===== config.mk =====
export PLATFORM = sky130hd
export DESIGN_NAME = key_matrix_change_tracker_top
export DESIGN_NICKNAME = d
export VERILOG_FILES = /design/src/kmct_pkg.sv /design/src/key_matrix_change_tracker_top.sv /design/src/kmct_lane.sv /design/src/kmct_merge.sv
export SDC_FILE = /design/constraint.sdc
export NUM_CORES = 1
export LEC_CHECK = 0
export ABC_AREA = 1
export ABC_CLOCK_PERIOD_IN_PS = 6200
export BUFFER_PORTS_ARGS = -buffer_cell sky130_fd_sc_hd__buf_4
export CAP_MARGIN = 40
export CORE_MARGIN = 2
export CORE_UTILIZATION = 44
export CTS_BUF_LIST = sky130_fd_sc_hd__clkbuf_8
export CTS_CLUSTER_SIZE = 25
export DETAILED_ROUTE_END_ITERATION = 10
export GPL_TIMING_DRIVEN = 0
export SYNTH_ARGS = -nofsm -noshare
export SYNTH_HDL_FRONTEND = slang
export SYNTH_SLANG_ARGS = --single-unit

===== constraint.sdc =====
create_clock -name clk_i -period 6.2 [get_ports clk_i]
set_input_delay 0.62 -clock clk_i [delete_from_list [all_inputs] [get_ports clk_i]]
set_output_delay 0.62 -clock clk_i [all_outputs]
set_load 0.05 [all_outputs]

===== src/kmct_pkg.sv =====
// Package for the key matrix change tracker.
// Holds the command and result codes, the configuration register indexes
// and the load record passed from the top level to the event merger.
package kmct_pkg;

  localparam logic [1:0] CMD_SCAN  = 2'd0;
  localparam logic [1:0] CMD_SET   = 2'd1;
  localparam logic [1:0] CMD_GHOST = 2'd2;

  localparam logic KIND_EVENT = 1'b0;
  localparam logic KIND_GHOST = 1'b1;

  localparam logic CFG_PRESENT_LOW  = 1'b0;
  localparam logic CFG_PRESENT_HIGH = 1'b1;

  localparam int MAX_COLS  = 8;
  localparam int MAX_ROWS  = 16;
  localparam int PRES_BITS = 64;

  // Work handed to the merger when an item is taken in.
  typedef struct packed {
    logic                scan;
    logic                ghost;
    logic [3:0]          row;
    logic [MAX_COLS-1:0] chg;
    logic [MAX_COLS-1:0] lev;
    logic [MAX_ROWS-1:0] rr;
    logic [MAX_COLS-1:0] rc;
  } kmct_load_t;

endpackage


===== src/key_matrix_change_tracker_top.sv =====
// Top level of the key matrix change tracker: key state, present masks,
// column lanes and the merging stage. Depends on kmct_pkg, kmct_lane and
// kmct_merge.
//
// Usage: items enter on the s_axis channel (tuser holds the command) and
// results leave on m_axis (tuser holds the kind, tlast marks the final
// result of an item). The present masks must be written through cfg_we_i,
// cfg_idx_i and cfg_data_i while the block is idle; nothing enforces it.
// A scan compares the row against the stored bits in all column lanes in
// the cycle it is accepted; the merger then issues one change event per
// cycle in column order while the receiver is ready. The first result
// passes through the merger's pending bits, then the output register.
// A scan keeps the input busy until its change events are issued (not at
// all when nothing changed), a ghost query until its answer is issued and
// a set not at all; the single event issue port sets that occupancy.
// Reset clears all key bits and sets both present masks to all ones.
// When the receiver stalls, the output register holds its result and the
// next result waits in the merger; the input stays ready until an item
// leaves results pending.
module key_matrix_change_tracker_top import kmct_pkg::*; #(
  parameter int ROWS = 16,
  parameter int COLS = 8
) (
  input  logic        clk_i,
  input  logic        rst_ni,
  input  logic        cfg_we_i,
  input  logic        cfg_idx_i,
  input  logic [63:0] cfg_data_i,
  input  logic        s_axis_tvalid,
  output logic        s_axis_tready,
  input  logic [63:0] s_axis_tdata,   // row, col, col_levels, pressed, active_rows,
                                      // active_cols, rowed_rows_in, rowed_cols_in
  input  logic [1:0]  s_axis_tuser,   // cmd
  output logic        m_axis_tvalid,
  input  logic        m_axis_tready,
  output logic [31:0] m_axis_tdata,   // event_row, event_col, event_level,
                                      // rowed_rows_out, rowed_cols_out
  output logic [0:0]  m_axis_tuser,   // kind
  output logic        m_axis_tlast
);

  localparam int RowIdxW = (ROWS > 1) ? $clog2(ROWS) : 1;
  localparam int ColIdxW = (COLS > 1) ? $clog2(COLS) : 1;

  logic [1:0]          cmd;
  logic [3:0]          row;
  logic [2:0]          col;
  logic [7:0]          col_levels;
  logic                pressed;
  logic [15:0]         active_rows;
  logic [7:0]          active_cols;
  logic [15:0]         rowed_rows_in;
  logic [7:0]          rowed_cols_in;

  logic [COLS-1:0]     key_bits_q [ROWS];
  logic [COLS-1:0]     key_bits_d [ROWS];
  logic [PRES_BITS-1:0] present_q [2];
  logic [PRES_BITS-1:0] present_d [2];

  logic                in_fire;
  logic                busy;
  logic                row_ok;
  logic                col_ok;
  logic [RowIdxW-1:0]  row_idx;
  logic [ColIdxW-1:0]  col_idx;
  logic [COLS-1:0]     stored_row;
  logic [7:0]          pres_byte;
  logic [ROWS-1:0]     col_bits [COLS];
  logic [COLS-1:0]     chg;
  logic [COLS-1:0]     col_hit;
  logic [MAX_ROWS-1:0] row_hit;
  kmct_load_t          load;

  assign cmd           = s_axis_tuser;
  assign row           = s_axis_tdata[3:0];
  assign col           = s_axis_tdata[6:4];
  assign col_levels    = s_axis_tdata[14:7];
  assign pressed       = s_axis_tdata[15];
  assign active_rows   = s_axis_tdata[31:16];
  assign active_cols   = s_axis_tdata[39:32];
  assign rowed_rows_in = s_axis_tdata[55:40];
  assign rowed_cols_in = s_axis_tdata[63:56];

  assign s_axis_tready = ~busy;
  assign in_fire       = s_axis_tvalid & s_axis_tready;

  assign row_ok  = {1'b0, row} < 5'(ROWS);
  assign col_ok  = {1'b0, col} < 4'(COLS);
  assign row_idx = row[RowIdxW-1:0];
  assign col_idx = col[ColIdxW-1:0];

  assign stored_row = key_bits_q[row_idx];
  assign pres_byte  = present_q[row[3]][8*row[2:0] +: 8];

  always_comb begin
    for (int c = 0; c < COLS; c++) begin
      for (int r = 0; r < ROWS; r++) begin
        col_bits[c][r] = key_bits_q[r][c];
      end
    end
  end

  for (genvar c = 0; c < COLS; c++) begin : g_lane
    kmct_lane #(
      .ROWS(ROWS)
    ) u_lane (
      .col_bits_i(col_bits[c]),
      .stored_i  (stored_row[c]),
      .present_i (pres_byte[c]),
      .level_i   (col_levels[c]),
      .active_i  (active_cols[c]),
      .change_o  (chg[c]),
      .hit_o     (col_hit[c])
    );
  end

  always_comb begin
    row_hit = '0;
    for (int r = 0; r < ROWS; r++) begin
      row_hit[r] = active_rows[r] & (|key_bits_q[r]);
    end
  end

  always_comb begin
    load       = '0;
    load.row   = row;
    load.chg   = MAX_COLS'(chg);
    load.lev   = col_levels;
    load.rr    = rowed_rows_in | row_hit;
    load.rc    = rowed_cols_in | MAX_COLS'(col_hit);
    if (in_fire) begin
      case (cmd)
        CMD_SCAN:  load.scan  = row_ok;
        CMD_GHOST: load.ghost = 1'b1;
        default:   ;
      endcase
    end
  end

  always_comb begin
    key_bits_d = key_bits_q;
    if (in_fire && cmd == CMD_SET && row_ok && col_ok) begin
      key_bits_d[row_idx][col_idx] = pressed;
    end
  end

  always_comb begin
    present_d = present_q;
    if (cfg_we_i) begin
      case (cfg_idx_i)
        CFG_PRESENT_LOW:  present_d[0] = cfg_data_i;
        CFG_PRESENT_HIGH: present_d[1] = cfg_data_i;
        default:          ;
      endcase
    end
  end

  always_ff @(posedge clk_i or negedge rst_ni) begin
    if (!rst_ni) begin
      for (int r = 0; r < ROWS; r++) begin
        key_bits_q[r] <= '0;
      end
      present_q[0] <= '1;
      present_q[1] <= '1;
    end else begin
      key_bits_q <= key_bits_d;
      present_q  <= present_d;
    end
  end

  kmct_merge #(
    .COLS(COLS)
  ) u_merge (
    .clk_i        (clk_i),
    .rst_ni       (rst_ni),
    .load_i       (load),
    .busy_o       (busy),
    .m_axis_tvalid(m_axis_tvalid),
    .m_axis_tready(m_axis_tready),
    .m_axis_tdata (m_axis_tdata),
    .m_axis_tuser (m_axis_tuser),
    .m_axis_tlast (m_axis_tlast)
  );

endmodule


===== src/kmct_lane.sv =====
// One column lane of the key matrix change tracker.
// Compares the scanned level with the stored bit and checks the whole
// column for pressed keys. Uses nothing outside this file.
module kmct_lane #(
  parameter int ROWS = 16
) (
  input  logic [ROWS-1:0] col_bits_i,
  input  logic            stored_i,
  input  logic            present_i,
  input  logic            level_i,
  input  logic            active_i,
  output logic            change_o,
  output logic            hit_o
);

  assign change_o = present_i & (stored_i ^ level_i);
  // A ghost query marks an active column when any row holds a pressed key here.
  assign hit_o    = active_i & (|col_bits_i);

endmodule


===== src/kmct_merge.sv =====
// Merging stage of the key matrix change tracker.
// Collects the lane results and emits them one transfer per cycle when not
// stalled, in column order, from its output register. Depends on kmct_pkg.
module kmct_merge import kmct_pkg::*; #(
  parameter int COLS = 8
) (
  input  logic        clk_i,
  input  logic        rst_ni,
  input  kmct_load_t  load_i,
  output logic        busy_o,
  output logic        m_axis_tvalid,
  input  logic        m_axis_tready,
  output logic [31:0] m_axis_tdata,   // event_row, event_col, event_level,
                                      // rowed_rows_out, rowed_cols_out
  output logic [0:0]  m_axis_tuser,   // kind
  output logic        m_axis_tlast
);

  logic [MAX_COLS-1:0] pend_q, pend_d;
  logic [MAX_COLS-1:0] lev_q, lev_d;
  logic [3:0]          row_q, row_d;
  logic                gpend_q, gpend_d;
  logic [MAX_ROWS-1:0] grr_q, grr_d;
  logic [MAX_COLS-1:0] grc_q, grc_d;
  logic                ovalid_q, ovalid_d;
  logic [31:0]         odata_q, odata_d;
  logic                okind_q, okind_d;
  logic                olast_q, olast_d;

  logic [2:0]          pick_idx;
  logic [MAX_COLS-1:0] pick_oh;
  logic                avail;
  logic                adv;

  always_comb begin
    pick_idx = '0;
    for (int c = COLS - 1; c >= 0; c--) begin
      if (pend_q[c]) begin
        pick_idx = 3'(c);
      end
    end
  end

  assign pick_oh = MAX_COLS'(1) << pick_idx;
  assign avail   = gpend_q | (|pend_q);
  assign adv     = avail & (~ovalid_q | m_axis_tready);
  assign busy_o  = avail;

  always_comb begin
    pend_d   = pend_q;
    lev_d    = lev_q;
    row_d    = row_q;
    gpend_d  = gpend_q;
    grr_d    = grr_q;
    grc_d    = grc_q;
    ovalid_d = ovalid_q;
    odata_d  = odata_q;
    okind_d  = okind_q;
    olast_d  = olast_q;

    if (ovalid_q && m_axis_tready) begin
      ovalid_d = 1'b0;
    end

    if (adv) begin
      ovalid_d = 1'b1;
      if (gpend_q) begin
        gpend_d = 1'b0;
        okind_d = KIND_GHOST;
        olast_d = 1'b1;
        odata_d = {grc_q, grr_q, 1'b0, 3'd0, 4'd0};
      end else begin
        pend_d  = pend_q & ~pick_oh;
        okind_d = KIND_EVENT;
        olast_d = ((pend_q & ~pick_oh) == '0);
        odata_d = {8'd0, 16'd0, lev_q[pick_idx], pick_idx, row_q};
      end
    end

    // New work is taken only while nothing is pending.
    if (load_i.scan) begin
      pend_d = load_i.chg;
      lev_d  = load_i.lev;
      row_d  = load_i.row;
    end
    if (load_i.ghost) begin
      gpend_d = 1'b1;
      grr_d   = load_i.rr;
      grc_d   = load_i.rc;
    end
  end

  always_ff @(posedge clk_i or negedge rst_ni) begin
    if (!rst_ni) begin
      pend_q   <= '0;
      gpend_q  <= 1'b0;
      ovalid_q <= 1'b0;
    end else begin
      pend_q   <= pend_d;
      gpend_q  <= gpend_d;
      ovalid_q <= ovalid_d;
    end
  end

  always_ff @(posedge clk_i) begin
    lev_q   <= lev_d;
    row_q   <= row_d;
    grr_q   <= grr_d;
    grc_q   <= grc_d;
    odata_q <= odata_d;
    okind_q <= okind_d;
    olast_q <= olast_d;
  end

  assign m_axis_tvalid   = ovalid_q;
  assign m_axis_tdata    = odata_q;
  assign m_axis_tuser[0] = okind_q;
  assign m_axis_tlast    = olast_q;

  a_ghost_last: assert property (@(posedge clk_i) disable iff (!rst_ni)
    ovalid_q && okind_q == KIND_GHOST |-> olast_q)
    else $error("ghost answer without last");

  a_load_idle: assert property (@(posedge clk_i) disable iff (!rst_ni)
    load_i.scan || load_i.ghost |-> !avail)
    else $error("work loaded while results pending");

  a_one_source: assert property (@(posedge clk_i) disable iff (!rst_ni)
    !(gpend_q && pend_q != '0))
    else $error("scan and ghost work pending together");

  a_ghost_taken: assert property (@(posedge clk_i) disable iff (!rst_ni)
    load_i.ghost |=> gpend_q)
    else $error("ghost query lost");

endmodule

==> impl_metrics.json <==
{
  "cts-resized-gates": 0,
  "fmax_ghz": 0.397,
  "slowest_stage": "nor2_1",
  "layout_min_cycle_time_ns": 2.52,
  "drtPass1Iterations": 6,
  "vias": 15718,
  "min_to": "u_merge.row_q[0]",
  "yosysTopAreaCellShare_pct": 20.3,
  "cp_max_fo": 10,
  "path_clk_slew_ns": 0.06,
  "tritoncts": "built",
  "ios": 172,
  "min_path_cells": 1,
  "grt_pass1_wl_mm": 87.9,
  "gp_congestion": 0.955,
  "r2r_slack_ns": 3.75,
  "critPathKind": "input port to flip-flop",
  "placementRows": 71,
  "synthTopCellsByArea": "dfrtp_1 (20%), dfstp_2 (20%), nand2_1 (16%)",
  "wl_per_cell_microns": 18.9,
  "r2r_end": "col_bits[48]",
  "min-delay-start": "s_axis_tdata[0]",
  "instances_no_fill": 3020,
  "grt_max_degree": 124,
  "worstReg2RegStart": "u_merge.gpend_q",
  "die_y_microns": 201,
  "fp.coreArea_sq_um": 37800,
  "crit_top_cell": "nor2_1",
  "hold_ws_ns": 0.188,
  "yosysSeqAreaShare_pct": 52.5,
  "synthCells": 2227,
  "wl_mm": 57.2,
  "setup-tns-final_ns": 0,
  "antenna_found_initial": 3,
  "min_path_type": "input port to flip-flop",
  "min_period_over_period_pct": 40.7,
  "synth_seq_cells": 336,
  "pwr_density_cell_nw_per_um2": 256,
  "cts_root_buf": "clkbuf_8",
  "die_area_sq_um": 40200,
  "leakagePower_nw": 10.1,
  "synth_top_area_cell": "dfrtp_1",
  "n_fill_cell": 3761,
  "setup_violations": 0,
  "required_ns": 6.70,
  "cts.path.max_buffers": 3,
  "ys.flop_type": "dfrtp_1",
  "cts.sinks": 336,
  "synthToLayoutAreaGrowth_pct": 18.6,
  "start_util_pct": 44.9,
  "grt.busiest_layer": "met2",
  "hold_violations": 0,
  "ff2ff_path_depth": 10,
  "numCtsBuffers": 57,
  "post-route-drc-count": 0,
  "utilization_pct": 53.2,
  "rsz0062_at_grt": "no",
  "drive_gt1_share_pct": 17.5,
  "nNetsFinal": 2599,
  "met3_usage_pct": 5.32,
  "worstPathArrival_ns": 3.02,
  "vias_per_cell": 5.20,
  "avgSynthCellArea_sq_um": 7.63,
  "yosys_warnings": 0,
  "postRouteAntennaNets": 0,
  "worst_slew_pin_slew_ns": 0.873,
  "dpl.cell_count": 2914,
  "ctsHtreeMaxLevel": 2,
  "netlist_area_sq_um": 17000,
  "port_buffers": 170,
  "pre_cts_ws_ns": 3.13,
  "dieWidth_microns": 201,
  "syn-num-nets": 2363,
  "path_buf_inv": 4,
  "status": "finished clean",
  "cp_top_family": "simple AND/OR/NAND/NOR gates",
  "hpwl_mm": 41.8,
  "synth_edf_count": 70,
  "fin_ws_ns": 3.68,
  "met2_usage_pct": 42.2,
  "max_stage_delay_ns": 0.64,
  "fin_skew_ns": 0.0239,
  "max_slew_margin_pct": 41.0,
  "cp-start-kind": "input port",
  "grt_usage_pct": 28.3,
  "grt_pass1_vias": 15077,
  "synth.lib_cells_used.distinct": 32,
  "async_reset_ff_share_pct": 79.2,
  "ir_drop_mv": 0.156,
  "drt_iter0_markers": 1442,
  "end_kind": "flip-flop",
  "gr-total-overflow": 0,
  "crit_chain": "buf_4 -> clkbuf_1 -> buf_1 -> nor2_2 -> inv_1 -> nor2_1 -> nand2_1 -> nor2_1 -> a21oi_1",
  "slew_violations": 0,
  "met1_usage_pct": 41.4,
  "clk_latency_ns": 0.64,
  "timing.max_cap.violations": 0
}
routing by layer:
layer	share of wire [%]	wire [microns]
met3	8.9	5060
met5	0.023	13
met1	45	25700
met2	43	24400
met4	3.4	1950
logic make-up (layout without fill, tap and decap cells):
| family | count (synthesis) | after routing | synth area share, % |
|---|---|---|---|
| AO/OA/AOI/OAI | 338 | 338 | 10.3 |
| buffers and inverters | 407 | 688 | 9.59 |
| flip-flops | 336 | 336 | 52.5 |
| other | 0 | 1 | 0 |
| AND/OR/NAND/NOR | 1146 | 1146 | 27.7 |
synth_stat cells (3+ instances only):
| cell type | instances |
|---|---|
| a21oi_1 | 145 |
| buf_1 | 5 |
| buf_2 | 21 |
| buf_6 | 9 |
| clkbuf_1 | 54 |
| dfrtp_1 | 138 |
| dfstp_2 | 128 |
| edfxtp_1 | 70 |
| inv_1 | 312 |
| nand2_1 | 722 |
| nand3_1 | 36 |
| nand4_1 | 76 |
| nor2_1 | 275 |
| nor2_2 | 6 |
| nor2_4 | 4 |
| nor3_1 | 9 |
| nor3_2 | 8 |
| o211ai_1 | 4 |
| o21ai_0 | 171 |
| o22ai_1 | 8 |
| o41ai_1 | 8 |
| or2_2 | 3 |
cell type report:
cell class | count | area [sq um] | area share (%)
Multi-Input combinational cell | 1484 | 6450 | 32.0
Sequential cell | 336 | 8920 | 44.3
Antenna cell | 1 | 2.50 | 0.0124
Inverter | 316 | 1190 | 5.89
Tap cell | 511 | 639 | 3.17
Clock inverter | 35 | 146 | 0.727
Timing Repair Buffer | 177 | 1410 | 7.00
Buffer | 91 | 443 | 2.20
Clock buffer | 69 | 950 | 4.71
sequential cells by signal (all words and copies together) (netlist names):
register               count
u_merge.gpend_q            1
u_merge.grr_q             16
u_merge.m_axis_tuser       1
col_bits                 128
u_merge.lev_q              8
u_merge.m_axis_tdata      32
u_merge.m_axis_tvalid      1
u_merge.m_axis_tlast       1
u_merge.grc_q              8
u_merge.pend_q             8
present_q                128
u_merge.row_q              4
placed cells by master, fill, tap and decap left out, types with 3 or more instances in the layout:
cell type	n
nand2_1	722
inv_1	341
nor2_1	275
buf_4	172
o21ai_0	171
a21oi_1	145
dfrtp_1	138
dfstp_2	128
nand4_1	76
edfxtp_1	70
clkbuf_8	69
clkbuf_1	54
nand3_1	36
buf_2	21
buf_6	10
nor3_2	9
o41ai_1	8
nor3_1	8
o22ai_1	8
nor2_2	6
buf_1	5
nor2_4	4
clkinv_1	4
o211ai_1	4
or2_2	3
buf_16	3
where the power goes:
group	internal [W]	total, W	switching (W)
registers	0.00246	0.00253	0.0000714
clock network	0.00100	0.00193	0.000925
logic	0.000227	0.000704	0.000478
worst max-delay path by stage:
stage / from / endpoint / slack (ns) / cells past startpoint
floorplan: u_merge.pend_q[0] / u_merge.grc_q[0] / 2.95 / 5
global placement: rst_ni / col_bits[85] / 2.24 / 1
detailed placement: s_axis_tdata[0] / u_merge.pend_q[0] / 3.13 / 13
CTS: u_merge.gpend_q / s_axis_tready / 3.76 / 5
global route: s_axis_tdata[3] / col_bits[65] / 3.51 / 9
finish: s_axis_tdata[3] / col_bits[65] / 3.68 / 9
metrics by stage:
| step | instance area [sq um] | total power, W |
|---|---|---|
| floorplan | 17000 | 0.00295 |
| global placement | 18900 | 0.00324 |
| detailed placement | 19000 | 0.00326 |
| CTS | 20100 | 0.00519 |
| global route | 20100 | 0.00540 |
| finish | 20100 | 0.00516 |
what timing repair did:
item | 4_1_cts | 5_1_grt
endpoints found under the hold margin | 39 | 0
buffers inserted | 0 | 0
hold buffers | 1 | 0
(Power assumes the default switching activity.)
